===== src/rtl/core/wosc_pkg.sv =====
// Shared types, constants and the quarter-wave sine table for the waveform oscillator.
// Used by every file of the block; depends on nothing else.
package wosc_pkg;

   localparam int TABLE_ADDR_BITS = 10;
   localparam int QUARTER_BITS    = TABLE_ADDR_BITS - 2;
   localparam int QUARTER_SIZE    = 1 << QUARTER_BITS;
   localparam int ENTRY_BITS      = 7;
   localparam int AMP_BITS        = 7;
   localparam int WAVE_BITS       = 2;
   localparam int SAMPLE_BITS     = 8;
   localparam int SAMPLE_MID      = 1 << (SAMPLE_BITS - 1);
   localparam int SAMPLE_MAX      = (1 << SAMPLE_BITS) - 1;
   localparam int WORD_BITS       = 32;
   localparam int CSR_INDEX_BITS  = 1;
   localparam int CSR_DATA_BITS   = 7;

   // triangle works on the top phase bits in Q14
   localparam int TOP_BITS        = 16;
   localparam int TRI_FRAC        = 14;
   localparam int TRI_QUARTER     = 1 << TRI_FRAC;
   localparam int TRI_HALF        = 2 << TRI_FRAC;
   localparam int TRI_THREE       = 3 << TRI_FRAC;
   localparam int TRI_FULL        = 4 << TRI_FRAC;
   localparam int TRI_ROUND       = 1 << (TRI_FRAC - 1);
   localparam int MAG_BITS        = TRI_FRAC + 1;
   localparam int PROD_BITS       = AMP_BITS + MAG_BITS;

   // round(n / 127) through a reciprocal, exact for every n below 2^14
   localparam int SINE_DEN        = 127;
   localparam int SINE_ROUND      = SINE_DEN / 2;
   localparam int SINE_NUM_BITS   = 2 * ENTRY_BITS + 1;
   localparam int SINE_SHIFT      = 21;
   localparam int SINE_RECIP      = ((1 << SINE_SHIFT) + SINE_DEN - 1) / SINE_DEN;
   localparam int SINE_PROD_BITS  = SINE_NUM_BITS + SINE_SHIFT - ENTRY_BITS + 1;
   localparam int SQUARE_LIMIT    = 64;

   localparam longint unsigned TWO_PI_Q30 = 64'd6746518852;

   typedef enum logic [WAVE_BITS-1:0] {
      WAVE_SINE     = 2'd0,
      WAVE_SQUARE   = 2'd1,
      WAVE_TRIANGLE = 2'd2
   } wave_type;

   typedef enum logic [CSR_INDEX_BITS-1:0] {
      CSR_WAVEFORM  = 1'b0,
      CSR_AMPLITUDE = 1'b1
   } csr_index_type;

   typedef enum logic [1:0] {
      SCALE_SINE     = 2'd0,
      SCALE_TRIANGLE = 2'd1,
      SCALE_DIRECT   = 2'd2
   } scale_type;

   typedef struct packed {
      logic                valid;
      logic [TOP_BITS-1:0] phase_top;
      logic                tone_end;
   } stage1_type;

   typedef struct packed {
      logic                 valid;
      scale_type            scale;
      logic                 negative;
      logic [PROD_BITS-1:0] product;
      logic                 tone_end;
   } stage2_type;

   typedef logic [QUARTER_SIZE-1:0][ENTRY_BITS-1:0] quarter_table_type;

   // sin(x) for x in Q30 over the first quadrant, Taylor series to x^13
   function automatic longint sin_q30(longint unsigned x);
      longint unsigned x2;
      longint unsigned term;
      longint          s;
      x2   = (x * x) >> 30;
      term = x;
      s    = longint'(x);
      // each step divides by (2n)(2n+1) and flips the sign
      term = ((term * x2) >> 30) / 64'd6;
      s    = s - longint'(term);
      term = ((term * x2) >> 30) / 64'd20;
      s    = s + longint'(term);
      term = ((term * x2) >> 30) / 64'd42;
      s    = s - longint'(term);
      term = ((term * x2) >> 30) / 64'd72;
      s    = s + longint'(term);
      term = ((term * x2) >> 30) / 64'd110;
      s    = s - longint'(term);
      term = ((term * x2) >> 30) / 64'd156;
      s    = s + longint'(term);
      if (s < 0) begin
         s = 0;
      end
      return s;
   endfunction

   // magnitude of the table entry at first-quadrant index idx
   function automatic logic [ENTRY_BITS-1:0] quarter_entry(int idx);
      longint unsigned ui;
      longint unsigned x;
      longint          v;
      ui = longint'(idx);
      x  = (ui * TWO_PI_Q30) >> TABLE_ADDR_BITS;
      v  = (64'sd127 * sin_q30(x) + 64'sd536870912) >>> 30;
      if (v > 127) begin
         v = 127;
      end
      return ENTRY_BITS'(v);
   endfunction

   function automatic quarter_table_type build_quarter_table();
      quarter_table_type t;
      for (int i = 0; i < QUARTER_SIZE; i++) begin
         t[i] = quarter_entry(i);
      end
      return t;
   endfunction

   localparam quarter_table_type QUARTER_TABLE = build_quarter_table();
   localparam logic [ENTRY_BITS-1:0] PEAK_ENTRY = quarter_entry(QUARTER_SIZE);

endpackage


===== src/rtl/core/wosc_req_if.sv =====
// Tick request channel of the waveform oscillator: valid/ready plus tick fields.
// Depends on wosc_pkg for field widths.
interface wosc_req_if;
   logic                           valid;
   logic                           ready;
   logic [wosc_pkg::WORD_BITS-1:0] tune_word;
   logic                           restart;
   logic [wosc_pkg::WORD_BITS-1:0] start_phase;
   logic                           tone_end;

   modport source (output valid, output tune_word, output restart, output start_phase,
                   output tone_end, input ready);
   modport sink   (input valid, input tune_word, input restart, input start_phase,
                   input tone_end, output ready);
endinterface


===== src/rtl/core/wosc_rsp_if.sv =====
// Sample response channel of the waveform oscillator: valid/ready plus sample fields.
// Depends on wosc_pkg for field widths.
interface wosc_rsp_if;
   logic                             valid;
   logic                             ready;
   logic [wosc_pkg::SAMPLE_BITS-1:0] sample;
   logic                             end_of_tone;

   modport source (output valid, output sample, output end_of_tone, input ready);
   modport sink   (input valid, input sample, input end_of_tone, output ready);
endinterface


===== src/rtl/core/wosc_phase.sv =====
// Phase accumulator stage: picks the tick phase, advances the accumulator, registers it.
// Depends on wosc_pkg and wosc_req_if.
module wosc_phase #(
   parameter int PHASE_BITS = 32
) (
   input  logic                 clock,
   input  logic                 reset,
   wosc_req_if.sink             req_chan,
   input  logic                 s1_ready,
   output wosc_pkg::stage1_type s1
);

   logic [PHASE_BITS-1:0] acc_ff, acc_in;
   logic [PHASE_BITS-1:0] phase;
   wosc_pkg::stage1_type  s1_ff, s1_in;
   logic                  take;

   assign req_chan.ready = !s1_ff.valid || s1_ready;
   assign take           = req_chan.valid && req_chan.ready;
   assign s1             = s1_ff;

   always_comb begin
      phase  = req_chan.restart ? PHASE_BITS'(req_chan.start_phase) : acc_ff;
      acc_in = acc_ff;
      s1_in  = s1_ff;
      if (take) begin
         // a tone end sends the next tone back to phase zero
         acc_in          = req_chan.tone_end ? '0 : phase + PHASE_BITS'(req_chan.tune_word);
         s1_in.valid     = 1'b1;
         s1_in.phase_top = phase[PHASE_BITS-1 -: wosc_pkg::TOP_BITS];
         s1_in.tone_end  = req_chan.tone_end;
      end else if (s1_ready) begin
         s1_in.valid = 1'b0;
      end
   end

   always_ff @(posedge clock) begin
      if (reset) begin
         acc_ff <= '0;
         s1_ff  <= '0;
      end else begin
         acc_ff <= acc_in;
         s1_ff  <= s1_in;
      end
   end

endmodule


===== src/rtl/core/wosc_shape.sv =====
// Waveform stage: sine table lookup or triangle fold, then amplitude product.
// Depends on wosc_pkg.
module wosc_shape (
   input  logic                                clock,
   input  logic                                reset,
   input  logic [wosc_pkg::WAVE_BITS-1:0]      waveform,
   input  logic [wosc_pkg::AMP_BITS-1:0]       amplitude,
   input  wosc_pkg::stage1_type                s1,
   output logic                                s1_ready,
   input  logic                                s2_ready,
   output wosc_pkg::stage2_type                s2
);

   localparam int QB = wosc_pkg::QUARTER_BITS;
   localparam int EB = wosc_pkg::ENTRY_BITS;
   localparam int MB = wosc_pkg::MAG_BITS;
   localparam int PB = wosc_pkg::PROD_BITS;
   localparam int TB = wosc_pkg::TOP_BITS;

   wosc_pkg::stage2_type s2_ff, s2_in;
   logic [wosc_pkg::TABLE_ADDR_BITS-1:0] addr;
   logic [QB-1:0]  idx, mirror;
   logic [EB-1:0]  sine_mag;
   logic           sine_neg;
   logic [TB:0]    q;
   logic [MB-1:0]  tri_mag;
   logic           tri_neg;
   logic [MB-1:0]  factor;
   logic           take;

   assign s1_ready = !s2_ff.valid || s2_ready;
   assign take     = s1.valid && s1_ready;
   assign s2       = s2_ff;

   // quarter-wave table: mirror in odd quadrants, negate in the second half of the period
   always_comb begin
      addr     = s1.phase_top[TB-1 -: wosc_pkg::TABLE_ADDR_BITS];
      idx      = addr[QB-1:0];
      mirror   = ~idx + 1'b1;
      sine_neg = addr[QB+1];
      if (!addr[QB]) begin
         sine_mag = wosc_pkg::QUARTER_TABLE[idx];
      end else if (idx == '0) begin
         sine_mag = wosc_pkg::PEAK_ENTRY;
      end else begin
         sine_mag = wosc_pkg::QUARTER_TABLE[mirror];
      end
   end

   // fold the phase into a Q14 triangle, kept as sign and magnitude
   always_comb begin
      q = {1'b0, s1.phase_top};
      priority if (q < (TB+1)'(wosc_pkg::TRI_QUARTER)) begin
         tri_mag = MB'(q);
         tri_neg = 1'b0;
      end else if (q <= (TB+1)'(wosc_pkg::TRI_HALF)) begin
         tri_mag = MB'((TB+1)'(wosc_pkg::TRI_HALF) - q);
         tri_neg = 1'b0;
      end else if (q < (TB+1)'(wosc_pkg::TRI_THREE)) begin
         tri_mag = MB'(q - (TB+1)'(wosc_pkg::TRI_HALF));
         tri_neg = 1'b1;
      end else begin
         tri_mag = MB'((TB+1)'(wosc_pkg::TRI_FULL) - q);
         tri_neg = 1'b1;
      end
   end

   always_comb begin
      s2_in  = s2_ff;
      factor = MB'(sine_mag);
      if (waveform == wosc_pkg::WAVE_TRIANGLE) begin
         factor = tri_mag;
      end
      if (take) begin
         s2_in.valid    = 1'b1;
         s2_in.tone_end = s1.tone_end;
         unique case (waveform)
            wosc_pkg::WAVE_SINE: begin
               s2_in.scale    = wosc_pkg::SCALE_SINE;
               s2_in.negative = sine_neg;
               s2_in.product  = PB'(amplitude) * PB'(factor);
            end
            wosc_pkg::WAVE_SQUARE: begin
               // high only where the sine is above one half
               s2_in.scale    = wosc_pkg::SCALE_DIRECT;
               s2_in.negative = sine_neg || (sine_mag < EB'(wosc_pkg::SQUARE_LIMIT));
               s2_in.product  = PB'(amplitude);
            end
            wosc_pkg::WAVE_TRIANGLE: begin
               s2_in.scale    = wosc_pkg::SCALE_TRIANGLE;
               s2_in.negative = tri_neg;
               s2_in.product  = PB'(amplitude) * PB'(factor);
            end
            default: begin
               // unused code: silence at midscale
               s2_in.scale    = wosc_pkg::SCALE_DIRECT;
               s2_in.negative = 1'b0;
               s2_in.product  = '0;
            end
         endcase
      end else if (s2_ready) begin
         s2_in.valid = 1'b0;
      end
   end

   always_ff @(posedge clock) begin
      if (reset) begin
         s2_ff <= '0;
      end else begin
         s2_ff <= s2_in;
      end
   end

endmodule


===== src/rtl/core/wosc_scale.sv =====
// Output stage: rounds the amplitude product, offsets to midscale, saturates, registers.
// Depends on wosc_pkg and wosc_rsp_if.
module wosc_scale (
   input  logic                 clock,
   input  logic                 reset,
   input  wosc_pkg::stage2_type s2,
   output logic                 s2_ready,
   wosc_rsp_if.source           rsp_chan
);

   localparam int EB = wosc_pkg::ENTRY_BITS;
   localparam int SB = wosc_pkg::SAMPLE_BITS;
   localparam int NB = wosc_pkg::SINE_NUM_BITS;
   localparam int RB = wosc_pkg::SINE_PROD_BITS;
   localparam int PB = wosc_pkg::PROD_BITS;
   localparam int WB = SB + 2;

   logic          valid_ff, valid_in;
   logic [SB-1:0] sample_ff, sample_in;
   logic          end_ff, end_in;
   logic [NB-1:0] sine_num;
   logic [RB-1:0] sine_quot;
   logic [PB:0]   tri_sum;
   logic [EB-1:0] dev;
   logic signed [WB-1:0] level;
   logic          take;

   assign s2_ready             = !valid_ff || rsp_chan.ready;
   assign take                 = s2.valid && s2_ready;
   assign rsp_chan.valid       = valid_ff;
   assign rsp_chan.sample      = sample_ff;
   assign rsp_chan.end_of_tone = end_ff;

   always_comb begin
      sine_num  = NB'(s2.product) + NB'(wosc_pkg::SINE_ROUND);
      sine_quot = (RB'(sine_num) * RB'(wosc_pkg::SINE_RECIP)) >> wosc_pkg::SINE_SHIFT;
      tri_sum   = (PB+1)'(s2.product) + (PB+1)'(wosc_pkg::TRI_ROUND);
      unique case (s2.scale)
         wosc_pkg::SCALE_SINE:     dev = sine_quot[EB-1:0];
         wosc_pkg::SCALE_TRIANGLE: dev = tri_sum[wosc_pkg::TRI_FRAC +: EB];
         default:                  dev = s2.product[EB-1:0];
      endcase
      level = s2.negative ? WB'(wosc_pkg::SAMPLE_MID) - WB'(dev)
                          : WB'(wosc_pkg::SAMPLE_MID) + WB'(dev);
      priority if (level < 0) begin
         sample_in = '0;
      end else if (level > WB'(wosc_pkg::SAMPLE_MAX)) begin
         sample_in = SB'(wosc_pkg::SAMPLE_MAX);
      end else begin
         sample_in = level[SB-1:0];
      end
   end

   always_comb begin
      valid_in = valid_ff;
      end_in   = end_ff;
      if (take) begin
         valid_in = 1'b1;
         end_in   = s2.tone_end;
      end else if (rsp_chan.ready) begin
         valid_in = 1'b0;
      end
   end

   always_ff @(posedge clock) begin
      if (reset) begin
         valid_ff <= 1'b0;
      end else begin
         valid_ff <= valid_in;
      end
   end

   // hold the payload while the receiver stalls
   always_ff @(posedge clock) begin
      if (take) begin
         sample_ff <= sample_in;
      end
      end_ff <= end_in;
   end

endmodule


===== src/rtl/core/waveform_oscillator.sv =====
// Direct digital synthesis oscillator: sine, square and triangle from a phase accumulator.
// Depends on wosc_pkg, wosc_req_if, wosc_rsp_if, wosc_phase, wosc_shape, wosc_scale.
//
// Usage:
//   req_chan carries one sample tick per transfer: tune_word (phase step), restart with
//   start_phase (use that phase for this tick), and tone_end (last tick of a tone; the
//   accumulator returns to zero afterward). rsp_chan returns one sample per tick, in
//   order, with end_of_tone copied from the tick.
//   csr_write_enable/csr_index/csr_write_data set waveform (index 0) and amplitude
//   (index 1); write them only while no tick is in flight.
//   Throughput: one tick per cycle while rsp_chan is ready; three register stages (phase
//   accumulator, table lookup and amplitude product, rounding and output) each hold one
//   tick. Reset clears the accumulator and the valid flag of every stage, and sets sine
//   at amplitude 127. When the receiver stalls, the output holds its sample and the
//   stages behind it keep filling; req_chan.ready drops only once all three stages are
//   full.
module waveform_oscillator #(
   parameter int PHASE_BITS = 32
) (
   input  logic                                    clock,
   input  logic                                    reset,
   wosc_req_if.sink                                req_chan,
   wosc_rsp_if.source                              rsp_chan,
   input  logic                                    csr_write_enable,
   input  logic [wosc_pkg::CSR_INDEX_BITS-1:0]     csr_index,
   input  logic [wosc_pkg::CSR_DATA_BITS-1:0]      csr_write_data
);

   logic [wosc_pkg::WAVE_BITS-1:0] waveform_ff, waveform_in;
   logic [wosc_pkg::AMP_BITS-1:0]  amplitude_ff, amplitude_in;
   wosc_pkg::stage1_type           s1;
   wosc_pkg::stage2_type           s2;
   logic                           s1_ready;
   logic                           s2_ready;

   always_comb begin
      waveform_in  = waveform_ff;
      amplitude_in = amplitude_ff;
      if (csr_write_enable) begin
         unique case (csr_index)
            wosc_pkg::CSR_WAVEFORM:
               waveform_in = csr_write_data[wosc_pkg::WAVE_BITS-1:0];
            wosc_pkg::CSR_AMPLITUDE:
               amplitude_in = csr_write_data[wosc_pkg::AMP_BITS-1:0];
         endcase
      end
   end

   always_ff @(posedge clock) begin
      if (reset) begin
         waveform_ff  <= wosc_pkg::WAVE_SINE;
         amplitude_ff <= '1;
      end else begin
         waveform_ff  <= waveform_in;
         amplitude_ff <= amplitude_in;
      end
   end

   wosc_phase #(
      .PHASE_BITS (PHASE_BITS)
   ) u_phase (
      .clock    (clock),
      .reset    (reset),
      .req_chan (req_chan),
      .s1_ready (s1_ready),
      .s1       (s1)
   );

   wosc_shape u_shape (
      .clock     (clock),
      .reset     (reset),
      .waveform  (waveform_ff),
      .amplitude (amplitude_ff),
      .s1        (s1),
      .s1_ready  (s1_ready),
      .s2_ready  (s2_ready),
      .s2        (s2)
   );

   wosc_scale u_scale (
      .clock    (clock),
      .reset    (reset),
      .s2       (s2),
      .s2_ready (s2_ready),
      .rsp_chan (rsp_chan)
   );

endmodule

===== src/flat_wrapper.sv =====
// flat-port wrapper written by rule: the top's interface ports become plain ports
module waveform_oscillator_flat 
#(
   parameter int PHASE_BITS = 32
)
  (clock, reset, csr_write_enable, csr_index, csr_write_data, req_chan_valid, req_chan_tune_word, req_chan_restart, req_chan_start_phase, req_chan_tone_end, req_chan_ready, rsp_chan_valid, rsp_chan_sample, rsp_chan_end_of_tone, rsp_chan_ready);
  wosc_req_if req_chan_i ();
  wosc_rsp_if rsp_chan_i ();
  input  logic clock;
  input  logic reset;
  input  logic csr_write_enable;
  input  logic [wosc_pkg::CSR_INDEX_BITS-1:0] csr_index;
  input  logic [wosc_pkg::CSR_DATA_BITS-1:0] csr_write_data;
  input wire logic [$bits(req_chan_i.valid)-1:0] req_chan_valid;
  input wire logic [$bits(req_chan_i.tune_word)-1:0] req_chan_tune_word;
  input wire logic [$bits(req_chan_i.restart)-1:0] req_chan_restart;
  input wire logic [$bits(req_chan_i.start_phase)-1:0] req_chan_start_phase;
  input wire logic [$bits(req_chan_i.tone_end)-1:0] req_chan_tone_end;
  output wire logic [$bits(req_chan_i.ready)-1:0] req_chan_ready;
  output wire logic [$bits(rsp_chan_i.valid)-1:0] rsp_chan_valid;
  output wire logic [$bits(rsp_chan_i.sample)-1:0] rsp_chan_sample;
  output wire logic [$bits(rsp_chan_i.end_of_tone)-1:0] rsp_chan_end_of_tone;
  input wire logic [$bits(rsp_chan_i.ready)-1:0] rsp_chan_ready;
  assign req_chan_i.valid = req_chan_valid;
  assign req_chan_i.tune_word = req_chan_tune_word;
  assign req_chan_i.restart = req_chan_restart;
  assign req_chan_i.start_phase = req_chan_start_phase;
  assign req_chan_i.tone_end = req_chan_tone_end;
  assign req_chan_ready = req_chan_i.ready;
  assign rsp_chan_valid = rsp_chan_i.valid;
  assign rsp_chan_sample = rsp_chan_i.sample;
  assign rsp_chan_end_of_tone = rsp_chan_i.end_of_tone;
  assign rsp_chan_i.ready = rsp_chan_ready;
  waveform_oscillator #(.PHASE_BITS(PHASE_BITS)) u_core (.clock(clock), .reset(reset), .req_chan(req_chan_i), .rsp_chan(rsp_chan_i), .csr_write_enable(csr_write_enable), .csr_index(csr_index), .csr_write_data(csr_write_data));
endmodule

===== config.mk =====
export PLATFORM = sky130hd
export DESIGN_NAME = waveform_oscillator_flat
export DESIGN_NICKNAME = d
export VERILOG_FILES = /design/src/rtl/core/wosc_pkg.sv /design/src/rtl/core/wosc_req_if.sv /design/src/rtl/core/wosc_rsp_if.sv /design/src/rtl/core/wosc_phase.sv /design/src/rtl/core/wosc_shape.sv /design/src/rtl/core/wosc_scale.sv /design/src/rtl/core/waveform_oscillator.sv /design/src/flat_wrapper.sv
export SDC_FILE = /design/constraint.sdc
export NUM_CORES = 1
export LEC_CHECK = 0
export BUFFER_PORTS_ARGS = -buffer_cell sky130_fd_sc_hd__clkbuf_2
export CORE_ASPECT_RATIO = 1.1
export CORE_MARGIN = 4
export CORE_UTILIZATION = 60
export CTS_CLUSTER_SIZE = 25
export DETAILED_ROUTE_END_ITERATION = 16
export PLACE_DENSITY = 0.83
export SYNTH_ARGS = -nofsm -noshare
export SYNTH_HDL_FRONTEND = slang
export SYNTH_SLANG_ARGS = --single-unit
export TNS_END_PERCENT = 20

===== constraint.sdc =====
create_clock -name clock -period 10.7 [get_ports clock]
set_input_delay 2.14 -clock clock [delete_from_list [all_inputs] [get_ports clock]]
set_output_delay 2.14 -clock clock [all_outputs]
set_load 0.1 [all_outputs]

==> results.txt, run 1 <==
----------------------------------------------------
[Status]
  Status ... finished clean

[Worst setup path]
  Element type at the critical path end ... flop
  Launching element of the worst setup path ... u_core.u_phase.s1[7]$_SDFFE_PP0P_
  Data arrival time at the worst-slack endpoint ... 10.24 ns
  Highest cell delay on the worst timing path ... 0.87 ns
  Reg2reg path depth ... 30
  Critical path start-end classification ... reg2reg
  Launch instance of the worst register-to-register path ... u_core.u_phase.s1[7]$_SDFFE_PP0P_
  Capture point of the critical path ... u_core.u_shape.s2[21]$_SDFFE_PP0P_
  Critical path peak fanout ... 30
  Master of the slowest instance on the critical path ... sky130_fd_sc_hd__dfxtp_1
  Worst path required time ... 10.95 ns
  Cell repeated most along the worst path ... sky130_fd_sc_hd__inv_1
  Register-to-register path setup slack ... 0.71 ns
  RR Endpoint ... u_core.u_shape.s2[21]$_SDFFE_PP0P_
  Critical Path Start Type ... flop

[Synth]
  Sequential area share after synthesis ... 0.157
  XOR/XNOR Fraction of Synth Area ... 0.0668
  Cell area after synthesis ... 13600 um^2
  Post-Synth Simple-Gate Area ... 0.181
  Share of the synthesized area in the top cell type ... 0.141
  Count of synthesis-stage warnings from yosys ... 0
  Syn Nets ... 2069
  Synth area leader ... sky130_fd_sc_hd__ha_1
  Yosys reg bits ... 102
  Fraction of synthesis flops using an asynchronous set or reset pin ... 0
  Yosys cell types ... 91
  Dominant combinational cell family by area after synthesis ... compound AO/OA/AOI/OAI gates
  Number of flops mapped to enable cells by yosys ... 9
  Gate count after technology mapping ... 1773
  Compound-Gate Fraction of Synth Area ... 0.251
  Adder-cell area share of the yosys netlist ... 0.235
  Mean instance size in the synthesized netlist ... 7.68 um^2
  Proportion of synthesized area in mux cells ... 0.0348
  Top flip-flop cell by instance count after synthesis ... sky130_fd_sc_hd__dfxtp_1
  Leading post-synthesis cells by cell area ... sky130_fd_sc_hd__ha_1 14%, sky130_fd_sc_hd__dfxtp_1 14%, sky130_fd_sc_hd__fa_1 9.4%

[Timing]
  Layout Skew ... 0.0132 ns
  Final setup violation count ... 0
  Post-route worst setup slack ... 0.707 ns
  Final Hold Vio Count ... 0
  Shortest period the worst path allows ... 9.99 ns
  Share of the clock period used by the worst path after layout ... 0.934
  Setup tns final ... 0 ns
  Setup repair after global routing missed its margin ... no
  Final max-slew violation count ... 0
  Transition time at the pin with the least slew margin ... 1.21 ns
  Achievable frequency ... 100 MHz
  Relative slew slack ... 0.189

[Final layout]
  Number of inserted diodes ... 0
  Most common library cell in the layout ignoring fill and taps ... sky130_fd_sc_hd__nand2_1
  Signed area change from the synthesized netlist to the final layout ... 5.23%
  Filler instances ... 1881
  # nets final ... 2073
  Summed area of non-filler cells in the final layout ... 14300 um^2
  Fraction of layout cells with a size suffix above 1 ... 0.0920
  Highest-count cells in the layout ignoring fill and taps ... 188 x sky130_fd_sc_hd__nand2_1, 153 x sky130_fd_sc_hd__ha_1, 152 x sky130_fd_sc_hd__nor2_1, 145 x sky130_fd_sc_hd__inv_1, 144 x sky130_fd_sc_hd__a21oi_1

[Power and ir drop]
  Sequential share of power ... 0.174
  Switching component of the power ... 1.33 mW
  Sw Share ... 0.484
  Peak supply drop ... 0.000196 V
  Post-route total power ... 2.74 mW
  Clock share of power ... 0.115
  Leakage ... 6.68 nW
  Relative contribution of combinational cells to total power ... 0.710
  Power density over the cells ... 191 nW/um^2
  Internal power ... 1.41 mW

[Global route]
  Largest net degree at the start of global routing ... 75
  Total global routing overflow ... 0
  Wire length of the first global-routing pass ... 61300 um
  Number of antenna violations at the first check in global routing ... 0
  All-layer global routing usage ... 0.293
  Vias in the first global route ... 12600

[Place]
  Worst slack, placed ... 0.926 ns
  Final weighted congestion of routability-driven global placement ... 0.970
  Area post-placement ... 14000 um^2
  Detail Placement HPWL ... 28400 um
  Count of buffers from port buffering ... 89

[Clocking]
  Clock insertion delay at the later pin of the skew report ... 0.36 ns
  Number of hold buffers added after cts ... 0
  TritonCTS clock tree ... yes
  Clk root buf ... sky130_fd_sc_hd__clkbuf_16
  Num Clock Sinks ... 102
  Number of gates given a new drive strength after cts ... 0
  Number of buffers between clock root and the deepest sink ... 2
  Num CTS Buffers ... 9
  Clock transition at the register clock pins on the worst setup and hold paths after CTS ... 0.06 ns
  Number of buffers inserted to repair setup after CTS ... 0
  H-tree depth ... 3

[Die]
  Num rows ... 57
  Initial Utilization ... 0.614
  Chip Height ... 166 um
  Number of I/O pins ... 90
  Core Area ... 22200 um^2
  Die outline width ... 152 um
  Die area ... 25200 um^2

[Detailed routing]
  Detail Route Antenna Nets ... 0
  Detailed Route WL ... 37800 um
  DR vias/cell ... 6.42
  Number of detailed-route iterations in the first pass ... 7
  DRC violation total after the first TritonRoute iteration ... 1187
  Per-cell routed wire length ... 18.2 um
  Via count ... 13300
  # DRC ... 0

[Run]
  Max Cap Viol ... 0

[Min path]
  Worst min path class ... reg2reg

----------------------------------------------------
-- through the flow --
stage | utilization | hold WS (ns) | std cells
after floorplan | - | 0.408 | 1773
after global placement | 0.633 | 0.416 | 2061
after detailed placement | 0.633 | 0.420 | 2061
after CTS | 0.646 | 0.434 | 2077
after global routing | 0.646 | 0.457 | 2077
final | 0.646 | 0.434 | 2077
-- routing by layer --
metal	track usage	wire [um]	vias to the layer above
met5	0	0	-
met1	0.388	15300	6263
met4	0.107	1190	0
met3	0.0459	3110	132
met2	0.481	18100	651
li1	-	-	6280
-- flip-flops by register name (all words and copies together) (netlist names), named ones only --
| register | flops |
|---|---|
| u_core.u_phase.acc_ff | 32 |
| u_core.u_shape.s2 | 26 |
| u_core.u_phase.s1 | 18 |
| u_core.u_scale.rsp_chan.sample | 8 |
| u_core.amplitude_ff | 7 |
| u_core.waveform_ff | 2 |
| u_core.u_scale.rsp_chan.end_of_tone | 1 |
| u_core.u_scale.rsp_chan.valid | 1 |
-- layout make-up --
class                      instances  area (um^2)  share of cell area
multi-input combinational       1415        10500               0.730
sequential                       102         2130               0.149
inverter                         150          563              0.0393
timing repair buffer              99          520              0.0363
tap                              295          369              0.0258
clock buffer                      12          256              0.0179
clock inverter                     4         30.0             0.00210
-- cells by family after synthesis --
group	Yosys count
multiplexers	42
AO/OA/AOI/OAI	521
AND/OR/NAND/NOR	535
flip-flops	102
adder cells (fa/ha/maj)	217
buffers and inverters	256
XOR/XNOR	100
-- power by group through the flow --
stage | clock network (mW) | registers (mW) | logic (mW)
3_5_place_dp | 0 | 0.485 | 1.93
3_3_place_gp | 0 | 0.482 | 1.85
2_1_floorplan | 0 | 0.476 | 1.53
5_1_grt | 0.339 | 0.482 | 2.21
6_report | 0.316 | 0.478 | 1.95
4_1_cts | 0.320 | 0.477 | 1.94
-- cell usage after synthesis, types with 9 or more instances --
| cell type | n |
|---|---|
| sky130_fd_sc_hd__nand2b_1 | 21 |
| sky130_fd_sc_hd__inv_1 | 145 |
| sky130_fd_sc_hd__xor2_1 | 32 |
| sky130_fd_sc_hd__o21ai_0 | 96 |
| sky130_fd_sc_hd__o21ai_1 | 9 |
| sky130_fd_sc_hd__o22ai_1 | 10 |
| sky130_fd_sc_hd__a31oi_1 | 23 |
| sky130_fd_sc_hd__nand3_1 | 26 |
| sky130_fd_sc_hd__fa_1 | 64 |
| sky130_fd_sc_hd__o21bai_1 | 11 |
| sky130_fd_sc_hd__dfxtp_1 | 93 |
| sky130_fd_sc_hd__xnor2_1 | 65 |
| sky130_fd_sc_hd__o221ai_1 | 11 |
| sky130_fd_sc_hd__a211o_1 | 20 |
| sky130_fd_sc_hd__nand2_1 | 188 |
| sky130_fd_sc_hd__buf_2 | 12 |
| sky130_fd_sc_hd__mux2_2 | 23 |
| sky130_fd_sc_hd__a211oi_1 | 26 |
| sky130_fd_sc_hd__and3_1 | 20 |
| sky130_fd_sc_hd__clkbuf_1 | 66 |
| sky130_fd_sc_hd__a21oi_1 | 144 |
| sky130_fd_sc_hd__and2_1 | 22 |
| sky130_fd_sc_hd__nor2b_1 | 12 |
| sky130_fd_sc_hd__a21o_1 | 35 |
| sky130_fd_sc_hd__mux2i_1 | 17 |
| sky130_fd_sc_hd__nor3_1 | 45 |
| sky130_fd_sc_hd__ha_1 | 153 |
| sky130_fd_sc_hd__a22oi_1 | 29 |
| sky130_fd_sc_hd__edfxtp_1 | 9 |
| sky130_fd_sc_hd__o211ai_1 | 24 |
| sky130_fd_sc_hd__nor2_1 | 152 |
| sky130_fd_sc_hd__buf_1 | 20 |
-- worst max-delay path, delay by kind of cell (launching register included) --
kind | cells | cell delay (ns)
AO/OA/AOI/OAI | 10 | 2.69
XOR/XNOR | 1 | 0.12
adder cells (fa/ha/maj) | 8 | 4.19
buffers and inverters | 7 | 1.47
flip-flops | 1 | 0.87
AND/OR/NAND/NOR | 4 | 0.52
-- worst min-delay path by stage --
stage                                            from                                            end  slack (ns)  cells past startpoint
global route        u_core.u_shape.s2[0]$_SDFFE_PP0P_  u_core.u_scale.rsp_chan.end_of_tone$_DFFE_PP_        0.46                      0
CTS                 u_core.u_shape.s2[0]$_SDFFE_PP0P_  u_core.u_scale.rsp_chan.end_of_tone$_DFFE_PP_        0.43                      0
floorplan           u_core.u_shape.s2[0]$_SDFFE_PP0P_  u_core.u_scale.rsp_chan.end_of_tone$_DFFE_PP_        0.41                      0
finish              u_core.u_shape.s2[0]$_SDFFE_PP0P_  u_core.u_scale.rsp_chan.end_of_tone$_DFFE_PP_        0.43                      0
detailed placement  u_core.u_shape.s2[0]$_SDFFE_PP0P_  u_core.u_scale.rsp_chan.end_of_tone$_DFFE_PP_        0.42                      0
global placement    u_core.u_shape.s2[0]$_SDFFE_PP0P_  u_core.u_scale.rsp_chan.end_of_tone$_DFFE_PP_        0.42                      0
(Power assumes the default switching activity.)
==> run 2: changes to the inputs <==
- SYNTH_HIERARCHICAL: default -> 1
==> results.txt, run 2 <==
----------------------------------------------------
[Global route]
  GRT met1 Usage ... 0.379 (-0.00935)
  Largest net degree at the start of global routing ... 64 (-15%)
  Vias in the first global route ... 13200 (+4.9%)
  Busiest metal layer after global routing ... met2
  Total global routing overflow ... 0 (unchanged)
  Wire length of the first global-routing pass ... 65500 um (+6.7%)
  GR Layer Usage met2 ... 0.527 (+0.0467)
  All-layer global routing usage ... 0.305 (+0.0123)
  Met3 GRT Util ... 0.0465 (+0.000606)
  Number of antenna violations at the first check in global routing ... 0 (unchanged)

[Timing]
  Final setup violation count ... 0 (unchanged)
  Relative slew slack ... 0.280 (+0.0906)
  Hold_ws ... 0.460 ns (+0.0263 ns)
  Final Hold Vio Count ... 0 (unchanged)
  Final max-slew violation count ... 0 (unchanged)
  Layout Skew ... 0.0135 ns (+0.000215 ns)
  Shortest period the worst path allows ... 8.51 ns (-1.48 ns)
  Post-route worst setup slack ... 2.19 ns (+1.48 ns)
  Achievable frequency ... 118 MHz (+17%)
  Share of the clock period used by the worst path after layout ... 0.795 (-0.139)
  Setup repair after global routing missed its margin ... no
  Setup tns final ... 0 ns (unchanged)
  Transition time at the pin with the least slew margin ... 1.08 ns (-0.134 ns)

[Clocking]
  TritonCTS clock tree ... yes
  Clock insertion delay at the later pin of the skew report ... 0.37 ns (about the same)
  Number of gates given a new drive strength after cts ... 0 (unchanged)
  Clk root buf ... sky130_fd_sc_hd__clkbuf_16
  Number of buffers between clock root and the deepest sink ... 2 (unchanged)
  Number of hold buffers added after cts ... 0 (unchanged)
  Num CTS Buffers ... 9 (unchanged)
  Num Clock Sinks ... 95 (-6.9%)
  Clock transition at the register clock pins on the worst setup and hold paths after CTS ... 0.07 ns (about the same)
  Number of buffers inserted to repair setup after CTS ... 0 (unchanged)
  H-tree depth ... 3 (unchanged)

[Power and ir drop]
  Leakage ... 6.48 nW (-3.1%)
  Peak supply drop ... 0.000131 V (-33%)
  Post-route total power ... 2.41 mW (-12%)
  Power density over the cells ... 167 nW/um^2 (-13%)

[Detailed routing]
  DRC violation total after the first TritonRoute iteration ... 1161 (-2.2%)
  Number of detailed-route iterations in the first pass ... 6 (-1)
  Via count ... 13400 (+0.38%)
  Detail Route Antenna Nets ... 0 (unchanged)
  Per-cell routed wire length ... 19.3 um (+6.2%)
  # DRC ... 0 (unchanged)
  Detailed Route WL ... 40100 um (+6.0%)
  DR vias/cell ... 6.45 (+0.57%)

[Final layout]
  Filler instances ... 1918 (+2.0%)
  # nets final ... 2056 (-0.82%)
  Utilization after layout ... 0.647 (+0.000918)
  Register Area ... 1990 um^2 (-6.5%)
  Signed area change from the synthesized netlist to the final layout ... 5.16% (about the same)
  Register bank with the most flops ... u_core/u_phase/acc_ff
  Area of the multi-input gates ... 10700 um^2 (+2.3%)
  Most common library cell in the layout ignoring fill and taps ... sky130_fd_sc_hd__nand2_1
  Fraction of layout cells with a size suffix above 1 ... 0.115 (+0.0227)
  Highest-count cells in the layout ignoring fill and taps ... 204 x sky130_fd_sc_hd__nand2_1, 141 x sky130_fd_sc_hd__inv_1, 139 x sky130_fd_sc_hd__ha_1, 130 x sky130_fd_sc_hd__a21oi_1, 111 x sky130_fd_sc_hd__nor2_1
  Number of inserted diodes ... 0 (unchanged)
  Flip-flop count of the largest register, all copies and words added ... 32 (unchanged)

[Die]
  Core Area ... 22300 um^2 (+0.64%)
  Initial Utilization ... 0.615 (+0.00129)
  Chip Height ... 167 um (+0.40%)
  Die outline width ... 152 um (+0.41%)
  Die area ... 25400 um^2 (+0.81%)
  Number of I/O pins ... 90 (unchanged)
  Num rows ... 57 (unchanged)

[Place]
  Worst slack, placed ... 2.46 ns (+1.54 ns)
  Count of buffers from port buffering ... 89 (unchanged)
  Detail Placement HPWL ... 30300 um (+6.5%)
  Final weighted congestion of routability-driven global placement ... 1.01 (+4.5%)

[Min path]
  Worst min path class ... reg2reg

[Worst setup path]
  Sum of buffers and inverters on the critical path ... 8 (+1)
  Master of the slowest instance on the critical path ... sky130_fd_sc_hd__ha_1
  Critical path peak fanout ... 25 (-17%)
  Highest cell delay on the worst timing path ... 0.58 ns (-0.29 ns)
  Critical path start-end classification ... reg2reg
  Worst path required time ... 10.94 ns (about the same)
  Critical Path Start Type ... flop
  Element type at the critical path end ... flop
  Register-to-register path setup slack ... 2.19 ns (+1.48 ns)
  Cell repeated most along the worst path ... sky130_fd_sc_hd__inv_1
  Cell family with most CP delay ... adder cells
  Data arrival time at the worst-slack endpoint ... 8.75 ns (-1.49 ns)

[Synth]
  Cell area after synthesis ... 13700 um^2 (+0.85%)
  Syn Nets ... 2047 (-1.1%)
  Gate count after technology mapping ... 1764 (-0.51%)
  Count of synthesis-stage warnings from yosys ... 6 (+6)
  Mean instance size in the synthesized netlist ... 7.78 um^2 (+1.4%)

[Run]
  Max Cap Viol ... 0 (unchanged)

[Status]
  Status ... finished clean

----------------------------------------------------
-- run 2: layout make-up --
type / instances / share of cell area
inverter: 141 / 0.0367
clock buffer: 11 / 0.0176
timing repair buffer: 103 / 0.0381
tap: 295 / 0.0256
clock inverter: 5 / 0.00321
multi-input combinational: 1423 / 0.741
sequential: 95 / 0.138
-- run 2: per-stage QoR --
stage | instances | cell area (um^2)
floorplan | 1764 | 13700
global route | 2073 | 14400
global placement | 2057 | 14100
finish | 2073 | 14400
CTS | 2073 | 14400
detailed placement | 2057 | 14100
-- run 2: worst register-to-register path: cells and delay by family, from the launching register on --
family                   cells  cell delay [ns]
AO/OA/AOI/OAI                9             1.60
XOR/XNOR                     1             0.15
adder cells (fa/ha/maj)      7             3.43
buffers and inverters        8             1.32
flip-flops                   1             0.30
AND/OR/NAND/NOR              6             1.58
-- run 2: path summary, 6_finish.rpt --
| path | from | endpoint | cells past startpoint |
|---|---|---|---|
| hold reg to reg | u_core/u_phase/acc_ff[0]$_SDFFE_PP0P_ | u_core/u_phase/acc_ff[0]$_SDFFE_PP0P_ | 2 |
| hold / removal | u_core/u_phase/acc_ff[0]$_SDFFE_PP0P_ | u_core/u_phase/acc_ff[0]$_SDFFE_PP0P_ | 2 |
| setup / recovery | u_core/u_phase/s1[7]$_SDFFE_PP0P_ | u_core/u_shape/s2[16]$_SDFFE_PP0P_ | 31 |
| setup reg to reg | u_core/u_phase/s1[7]$_SDFFE_PP0P_ | u_core/u_shape/s2[16]$_SDFFE_PP0P_ | 31 |
-- run 2: power by group --
part / leakage, nW / switching, mW / internal (mW)
Sequential: 0.787 / 0.0460 / 0.394
Clock: 0.141 / 0.157 / 0.176
Combinational: 5.55 / 0.985 / 0.655
Total: 6.48 / 1.19 / 1.23
-- run 2: per-layer routing --
layer | routed length (um) | up-vias
met5 | 0 | -
met4 | 1720 | 0
met2 | 19200 | 600
met1 | 16300 | 6344
li1 | - | 6288
met3 | 2850 | 144
